<file path="config.mk">
export PLATFORM = sky130hd
export DESIGN_NAME = rcae_alu
export DESIGN_NICKNAME = d
export VERILOG_FILES = /design/src/sv/rcae_pkg.sv /design/src/sv/rcae_alu.sv
export SDC_FILE = /design/constraint.sdc
export NUM_CORES = 1
export LEC_CHECK = 0
export BUFFER_PORTS_ARGS = -buffer_cell sky130_fd_sc_hd__buf_2
export CAP_MARGIN = 25
export CORE_MARGIN = 2
export CORE_UTILIZATION = 49
export DETAILED_ROUTE_END_ITERATION = 10
export GPL_TIMING_DRIVEN = 1
export PLACE_DENSITY_LB_ADDON = 0.12
export SLEW_MARGIN = 0
export SYNTH_ARGS = -nofsm -noshare
export SYNTH_HDL_FRONTEND = slang
export SYNTH_SLANG_ARGS = --single-unit
</file>
<file path="constraint.sdc">
create_clock -name vclk -period 4.4
set_input_delay 0.22 -clock vclk [all_inputs]
set_output_delay 0.22 -clock vclk [all_outputs]
set_load 0.1 [all_outputs]
</file>
<file path="src/sv/rcae_pkg.sv">
// ============================================================================
// rcae_pkg - shared constants and types for the rule condition/action engine
// Item field widths, operation and relation codes, and the flag bundle that
// the datapath hands back to the control logic.
// ============================================================================
package rcae_pkg;

    // Fixed field widths of the streaming items
    localparam int OP_W    = 3;
    localparam int INDEX_W = 9;
    localparam int CODE_W  = 3;
    localparam int DATA_W  = 32;

    // Defaults for the top-level parameters
    localparam int DEF_NUM_PROPERTIES = 512;
    localparam int DEF_VALUE_WIDTH    = 32;

    // Operation codes
    localparam logic [OP_W-1:0] OP_WRITE  = 3'd0;
    localparam logic [OP_W-1:0] OP_COND   = 3'd1;
    localparam logic [OP_W-1:0] OP_ACTION = 3'd2;
    localparam logic [OP_W-1:0] OP_APPLY  = 3'd3;
    localparam logic [OP_W-1:0] OP_READ   = 3'd4;

    // Relation codes for condition items
    localparam logic [CODE_W-1:0] REL_EQ = 3'd1;
    localparam logic [CODE_W-1:0] REL_GT = 3'd2;
    localparam logic [CODE_W-1:0] REL_LT = 3'd3;
    localparam logic [CODE_W-1:0] REL_GE = 3'd4;
    localparam logic [CODE_W-1:0] REL_LE = 3'd5;
    localparam logic [CODE_W-1:0] REL_NE = 3'd6;

    // Action codes
    localparam logic [CODE_W-1:0] ACT_ADD     = 3'd1;
    localparam logic [CODE_W-1:0] ACT_SUB     = 3'd2;
    localparam logic [CODE_W-1:0] ACT_ADD_ALT = 3'd3;

    // Datapath outcome flags for one item
    typedef struct packed {
        logic prop_we;
        logic delta_we;
        logic met;
        logic pass;
    } alu_flags_t;

endpackage

</file>
<file path="src/sv/rcae_alu.sv">
// ============================================================================
// rcae_alu - compare, saturating add and result selection for one item
// Works on extended signed values so no intermediate sum can wrap.
// ============================================================================
module rcae_alu
    import rcae_pkg::*;
#(
    parameter int VALUE_WIDTH = DEF_VALUE_WIDTH
)
(
    input  logic [OP_W-1:0]        operation,
    input  logic [CODE_W-1:0]      code,
    input  logic [DATA_W-1:0]      operand_value,
    input  logic [VALUE_WIDTH-1:0] prop,
    input  logic [VALUE_WIDTH-1:0] delta,
    input  logic                   ok,
    input  logic                   pass_in,
    output logic [DATA_W-1:0]      result_value,
    output logic [VALUE_WIDTH-1:0] prop_wdata,
    output logic [VALUE_WIDTH-1:0] delta_wdata,
    output alu_flags_t             flags
);

    localparam int W  = VALUE_WIDTH;
    localparam int EW = ((W > DATA_W) ? W : DATA_W) + 2;

    localparam logic signed [EW-1:0] MAX_E = EW'($signed({1'b0, {(W-1){1'b1}}}));
    localparam logic signed [EW-1:0] MIN_E = EW'($signed({1'b1, {(W-1){1'b0}}}));

    function automatic logic [W-1:0] clamp(input logic signed [EW-1:0] v);
        logic signed [EW-1:0] c;
        if (v > MAX_E)
            c = MAX_E;
        else if (v < MIN_E)
            c = MIN_E;
        else
            c = v;
        return c[W-1:0];
    endfunction

    logic signed [EW-1:0] p_e;
    logic signed [EW-1:0] d_e;
    logic signed [EW-1:0] v_e;
    logic signed [EW-1:0] add_a;
    logic signed [EW-1:0] add_b;
    logic [W-1:0]         sum_c;
    logic                 rel_eq;
    logic                 rel_gt;
    logic                 rel_lt;
    logic                 met;
    logic [W-1:0]         res_w;
    logic signed [EW-1:0] res_e;

    // entries beyond the store read as zero
    assign p_e = ok ? EW'($signed(prop))  : '0;
    assign d_e = ok ? EW'($signed(delta)) : '0;
    assign v_e = EW'($signed(operand_value));

    assign rel_eq = (p_e == v_e);
    assign rel_gt = (p_e > v_e);
    assign rel_lt = (p_e < v_e);

    always_comb
    begin
        unique case (code)
            REL_EQ:  met = rel_eq;
            REL_GT:  met = rel_gt;
            REL_LT:  met = rel_lt;
            REL_GE:  met = !rel_lt;
            REL_LE:  met = !rel_gt;
            REL_NE:  met = !rel_eq;
            default: met = 1'b0;
        endcase
    end

    // one shared adder: delta +/- amount for actions, property + delta for apply
    always_comb
    begin
        if (operation == OP_ACTION)
        begin
            add_a = d_e;
            add_b = (code == ACT_SUB) ? -v_e : v_e;
        end
        else
        begin
            add_a = p_e;
            add_b = d_e;
        end
    end

    assign sum_c = clamp(add_a + add_b);

    always_comb
    begin
        res_w       = '0;
        prop_wdata  = sum_c;
        delta_wdata = '0;
        flags       = '{prop_we: 1'b0, delta_we: 1'b0, met: 1'b0, pass: pass_in};
        unique case (operation)
            OP_WRITE:
            begin
                prop_wdata    = clamp(v_e);
                res_w         = ok ? prop_wdata : '0;
                flags.prop_we = ok;
            end
            OP_COND:
            begin
                res_w      = p_e[W-1:0];
                flags.met  = met;
                flags.pass = pass_in && met;
            end
            OP_ACTION:
            begin
                res_w = d_e[W-1:0];
                if (ok && pass_in &&
                    (code == ACT_ADD || code == ACT_ADD_ALT || code == ACT_SUB))
                begin
                    res_w          = sum_c;
                    delta_wdata    = sum_c;
                    flags.delta_we = 1'b1;
                end
            end
            OP_APPLY:
            begin
                res_w          = ok ? sum_c : '0;
                flags.prop_we  = ok;
                flags.delta_we = ok;
            end
            OP_READ:
            begin
                res_w = p_e[W-1:0];
            end
            default:
            begin
                res_w = '0;
            end
        endcase
    end

    assign res_e        = EW'($signed(res_w));
    assign result_value = res_e[DATA_W-1:0];

endmodule

</file>
==> results of run 1 <==
## Yosys cell counts, types with 20 or more instances
cell type and count:
nand3_1 81, inv_1 50, nor2_1 33, clkbuf_1 54, buf_2 22, xnor2_1 43
a22oi_1 55, a21oi_1 65, a21o_1 28, o21ai_0 69, and2_1 34, nand2_1 124
o21bai_1 25, o2111ai_1 27, o21ai_1 37, ha_1 66, o211ai_1 20
## cell families after synthesis
group / Yosys count / synth area share
adders and majority gates: 67 / 0.136
xor gates and xnor gates: 54 / 0.0759
and+or+nand+nor: 348 / 0.274
buffers and inverters: 129 / 0.0827
muxes: 3 / 0.00502
AOI/OAI and AO/OA: 400 / 0.427
## per-stage QoR
| stage | hold WS (ns) | setup TNS, ns | instance area (sq um) | cells |
|---|---|---|---|---|
| floorplan | 0.761 | -15.23 | 7380 | 1001 |
| global placement | 0.919 | -38.55 | 11300 | 1486 |
| detailed placement | 0.918 | -83.62 | 11300 | 1487 |
==> impl_metrics.json, run 1 <==
{
  "status": "aborted with a tool error",
  "failed_stage": "4_1_cts",
  "firstError": "[ERROR DPL-0033] detailed placement checks failed during check placement.",
  "dp_hpwl_microns": 27700,
  "cts_resized": 101,
  "syn_nets": 1172,
  "yosysTopAreaCell": "ha_1",
  "pre_cts_ws_ns": -0.964,
  "start_util": 0.498,
  "netlist-cell-type-count": 62,
  "cts-hold-fix-buffers": 0,
  "synth_top_area_frac": 0.133,
  "gp_congestion": 1.04,
  "io_pins": 204,
  "synth_area_per_cell_sq_um": 6.22,
  "ys_seq_area_frac": 0,
  "die_h_microns": 117,
  "die_w_microns": 117,
  "post_cts.repair.setup_buffers": 33,
  "yosys_warnings": 0,
  "synth_area_leaders": "ha_1 (13%), nand2_1 (7.5%), a22oi_1 (6.6%)",
  "fp-row-count": 41,
  "port_buffers": 204,
  "synth_cells": 1001,
  "netlist_area_sq_um": 6230
}
==> run 2: changes to the inputs <==
Settings changed: CORE_UTILIZATION 49 to 40, PLACE_DENSITY_LB_ADDON 0.12 to 0.15.
Clock period 4.4 ns to 5.7 ns, I/O delays scaled along.
==> run 2 against run 1 <==
The run now ends clean. Synthesized cell count unchanged. Area after synthesis unchanged.
==> impl_metrics.json, run 2 <==
{
  "vias_per_cell": 6.54,
  "synth_area_leaders": "ha_1 (13%), nand2_1 (7.5%), a22oi_1 (6.6%)",
  "grt_remaining_overflow": 0,
  "tns_ns": 0,
  "synth_top_area_frac": 0.133,
  "yosysTopAreaCell": "ha_1",
  "critPathRequiredTime_ns": 5.41,
  "fin_crit_sh": 0.965,
  "setup_viol": 0,
  "hp-class": "in2out",
  "layout-drive-gt1-share": 0.268,
  "pre_cts_ws_ns": 0.0227,
  "synthMostInstantiatedCell": "nand2_1",
  "vias": 8944,
  "fp-row-count": 45,
  "grt_pass1_wl_microns": 46900,
  "die_w_microns": 129,
  "hold_viol": 0,
  "firstDrtPassIters": 8,
  "synth_cells": 1001,
  "maxSlewHeadroom": 0.363,
  "syn2layout_area_growth_pct": 48.9,
  "fillCellCount": 1471,
  "port_buffers": 204,
  "dp_cells": 1364,
  "layout.nets": 1353,
  "core-area_sq_um": 15200,
  "clock.fmax_ghz": 0.182,
  "maxCapViolCount": 0,
  "grt_max_degree": 48,
  "start_util": 0.410,
  "fin_crit_ns": 5.50,
  "syn_nets": 1172,
  "layout_commonest_cell": "nand2_1",
  "placed_area_sq_um": 9160,
  "die_h_microns": 129,
  "yosys_warnings": 0,
  "instances_no_fill": 1368,
  "fin_total_pwr_uw": 2060,
  "antenna_found_initial": 0,
  "multiInputGateArea_sq_um": 5970,
  "critPathMaxFanout": 6,
  "gp_congestion": 1.01,
  "critPathArrivalTime_ns": 5.22,
  "ys_seq_area_frac": 0,
  "fin_area_sq_um": 9270,
  "wirelength_microns": 30600,
  "grt_setup_unrepaired": "true",
  "drt_iter0_markers": 991,
  "netlist-cell-type-count": 62,
  "routedWlPerCell_microns": 22.4,
  "ant_nets": 0,
  "crit_type": "in2out",
  "fin_ws_ns": 0.198,
  "irDropWorstVdd_uv": 248,
  "dp_hpwl_microns": 24800,
  "synth_common_cells": "nand2_1 (124), nand3_1 (81), o21ai_0 (69), ha_1 (66), a21oi_1 (65)",
  "layout.area.seq_sq_um": 0,
  "antenna_cells": 0,
  "grt_pass1_vias": 8464,
  "io_pins": 204,
  "synth_area_per_cell_sq_um": 6.22,
  "remaining_drc_errors": 0,
  "dieArea_sq_um": 16600,
  "p_per_area_nw_per_um2": 222,
  "worstSetupStartpointType": "primary input",
  "power_leakage_uw": 0.00423,
  "layout_common_cells": "nand2_1 (123), buf_2 (110), buf_12 (96)",
  "slew_violations": 0,
  "clock_buffers": 0,
  "status": "finished clean",
  "tightest_slew_ns": 0.954,
  "seq_cells": 0,
  "netlist_area_sq_um": 6230,
  "cp-end-kind": "output pin",
  "groute.usage.overall": 0.356
}
## run 2: where the power goes
| part | total, uW | leakage [uW] | internal [uW] | switching (uW) |
|---|---|---|---|---|
| registers | 0 | 0 | 0 | 0 |
| logic | 2060 | 0.00423 | 691 | 1370 |
| clock network | 0 | 0 | 0 | 0 |
## run 2: cells by family after synthesis
| family | count (synthesis) | share of synthesized area |
|---|---|---|
| buffers and inverters | 129 | 0.0827 |
| adders and majority gates | 67 | 0.136 |
| and+or+nand+nor | 348 | 0.274 |
| xor gates and xnor gates | 54 | 0.0759 |
| AOI/OAI and AO/OA | 400 | 0.427 |
| muxes | 3 | 0.00502 |
## run 2: critical path: stages
cell and delay (ns):
buf_2 0.13, inv_1 0.11, ha_1 0.18, or3b_2 0.50, nor2_2 0.18, nand3_1 0.15, nor2b_1 0.14, buf_4 0.15
nand2_1 0.09, o31ai_1 0.28, xnor2_1 0.09, o21ai_0 0.16, ha_2 0.36, a21o_1 0.22, a31oi_1 0.29, o211ai_1 0.15
a31o_2 0.26, nor3_2 0.29, o22ai_2 0.15, buf_4 0.18, a21oi_4 0.28, buf_4 0.18, buf_4 0.13, a22oi_2 0.07
buf_12 0.20
## run 2: cell type report
| class | instances | share of cell area |
|---|---|---|
| inverter | 50 | 0.0202 |
| multi-input combinational | 872 | 0.643 |
| tap | 188 | 0.0254 |
| timing repair buffer | 258 | 0.311 |
## run 2: timing repair
item | in CTS | in global routing
hold buffers | 0 | 0
gates resized for setup | 0 | 20
setup endpoints to repair | 0 | 94
hold endpoints to repair | 0 | 0
setup buffers | 0 | 4
## run 2: path summary, 6_finish.rpt
| check | start | endpoint | slack [ns] | cells after the start |
|---|---|---|---|---|
| max | operand_value[0] | prop_wdata[4] | 0.20 | 25 |
| min | pass_in | flags[0] | 1.06 | 4 |
## run 2: metrics by stage
| step | hold WS, ns | util |
|---|---|---|
| 3_3_place_gp | 1.05 | 0.603 |
| 4_1_cts | 1.06 | 0.603 |
| 6_report | 1.06 | 0.610 |
| 3_5_place_dp | 1.06 | 0.603 |
| 2_1_floorplan | 0.959 | - |
| 5_1_grt | 1.07 | 0.610 |
## run 2: metal layers
metal	up-vias	GRT usage	part of all wire
li1	4128	-	-
met1	4167	0.454	0.40
met2	557	0.610	0.47
met3	92	0.0428	0.088
met4	0	0.142	0.045
met5	-	0	0
Note: power is estimated with default switching activity, not from simulation.
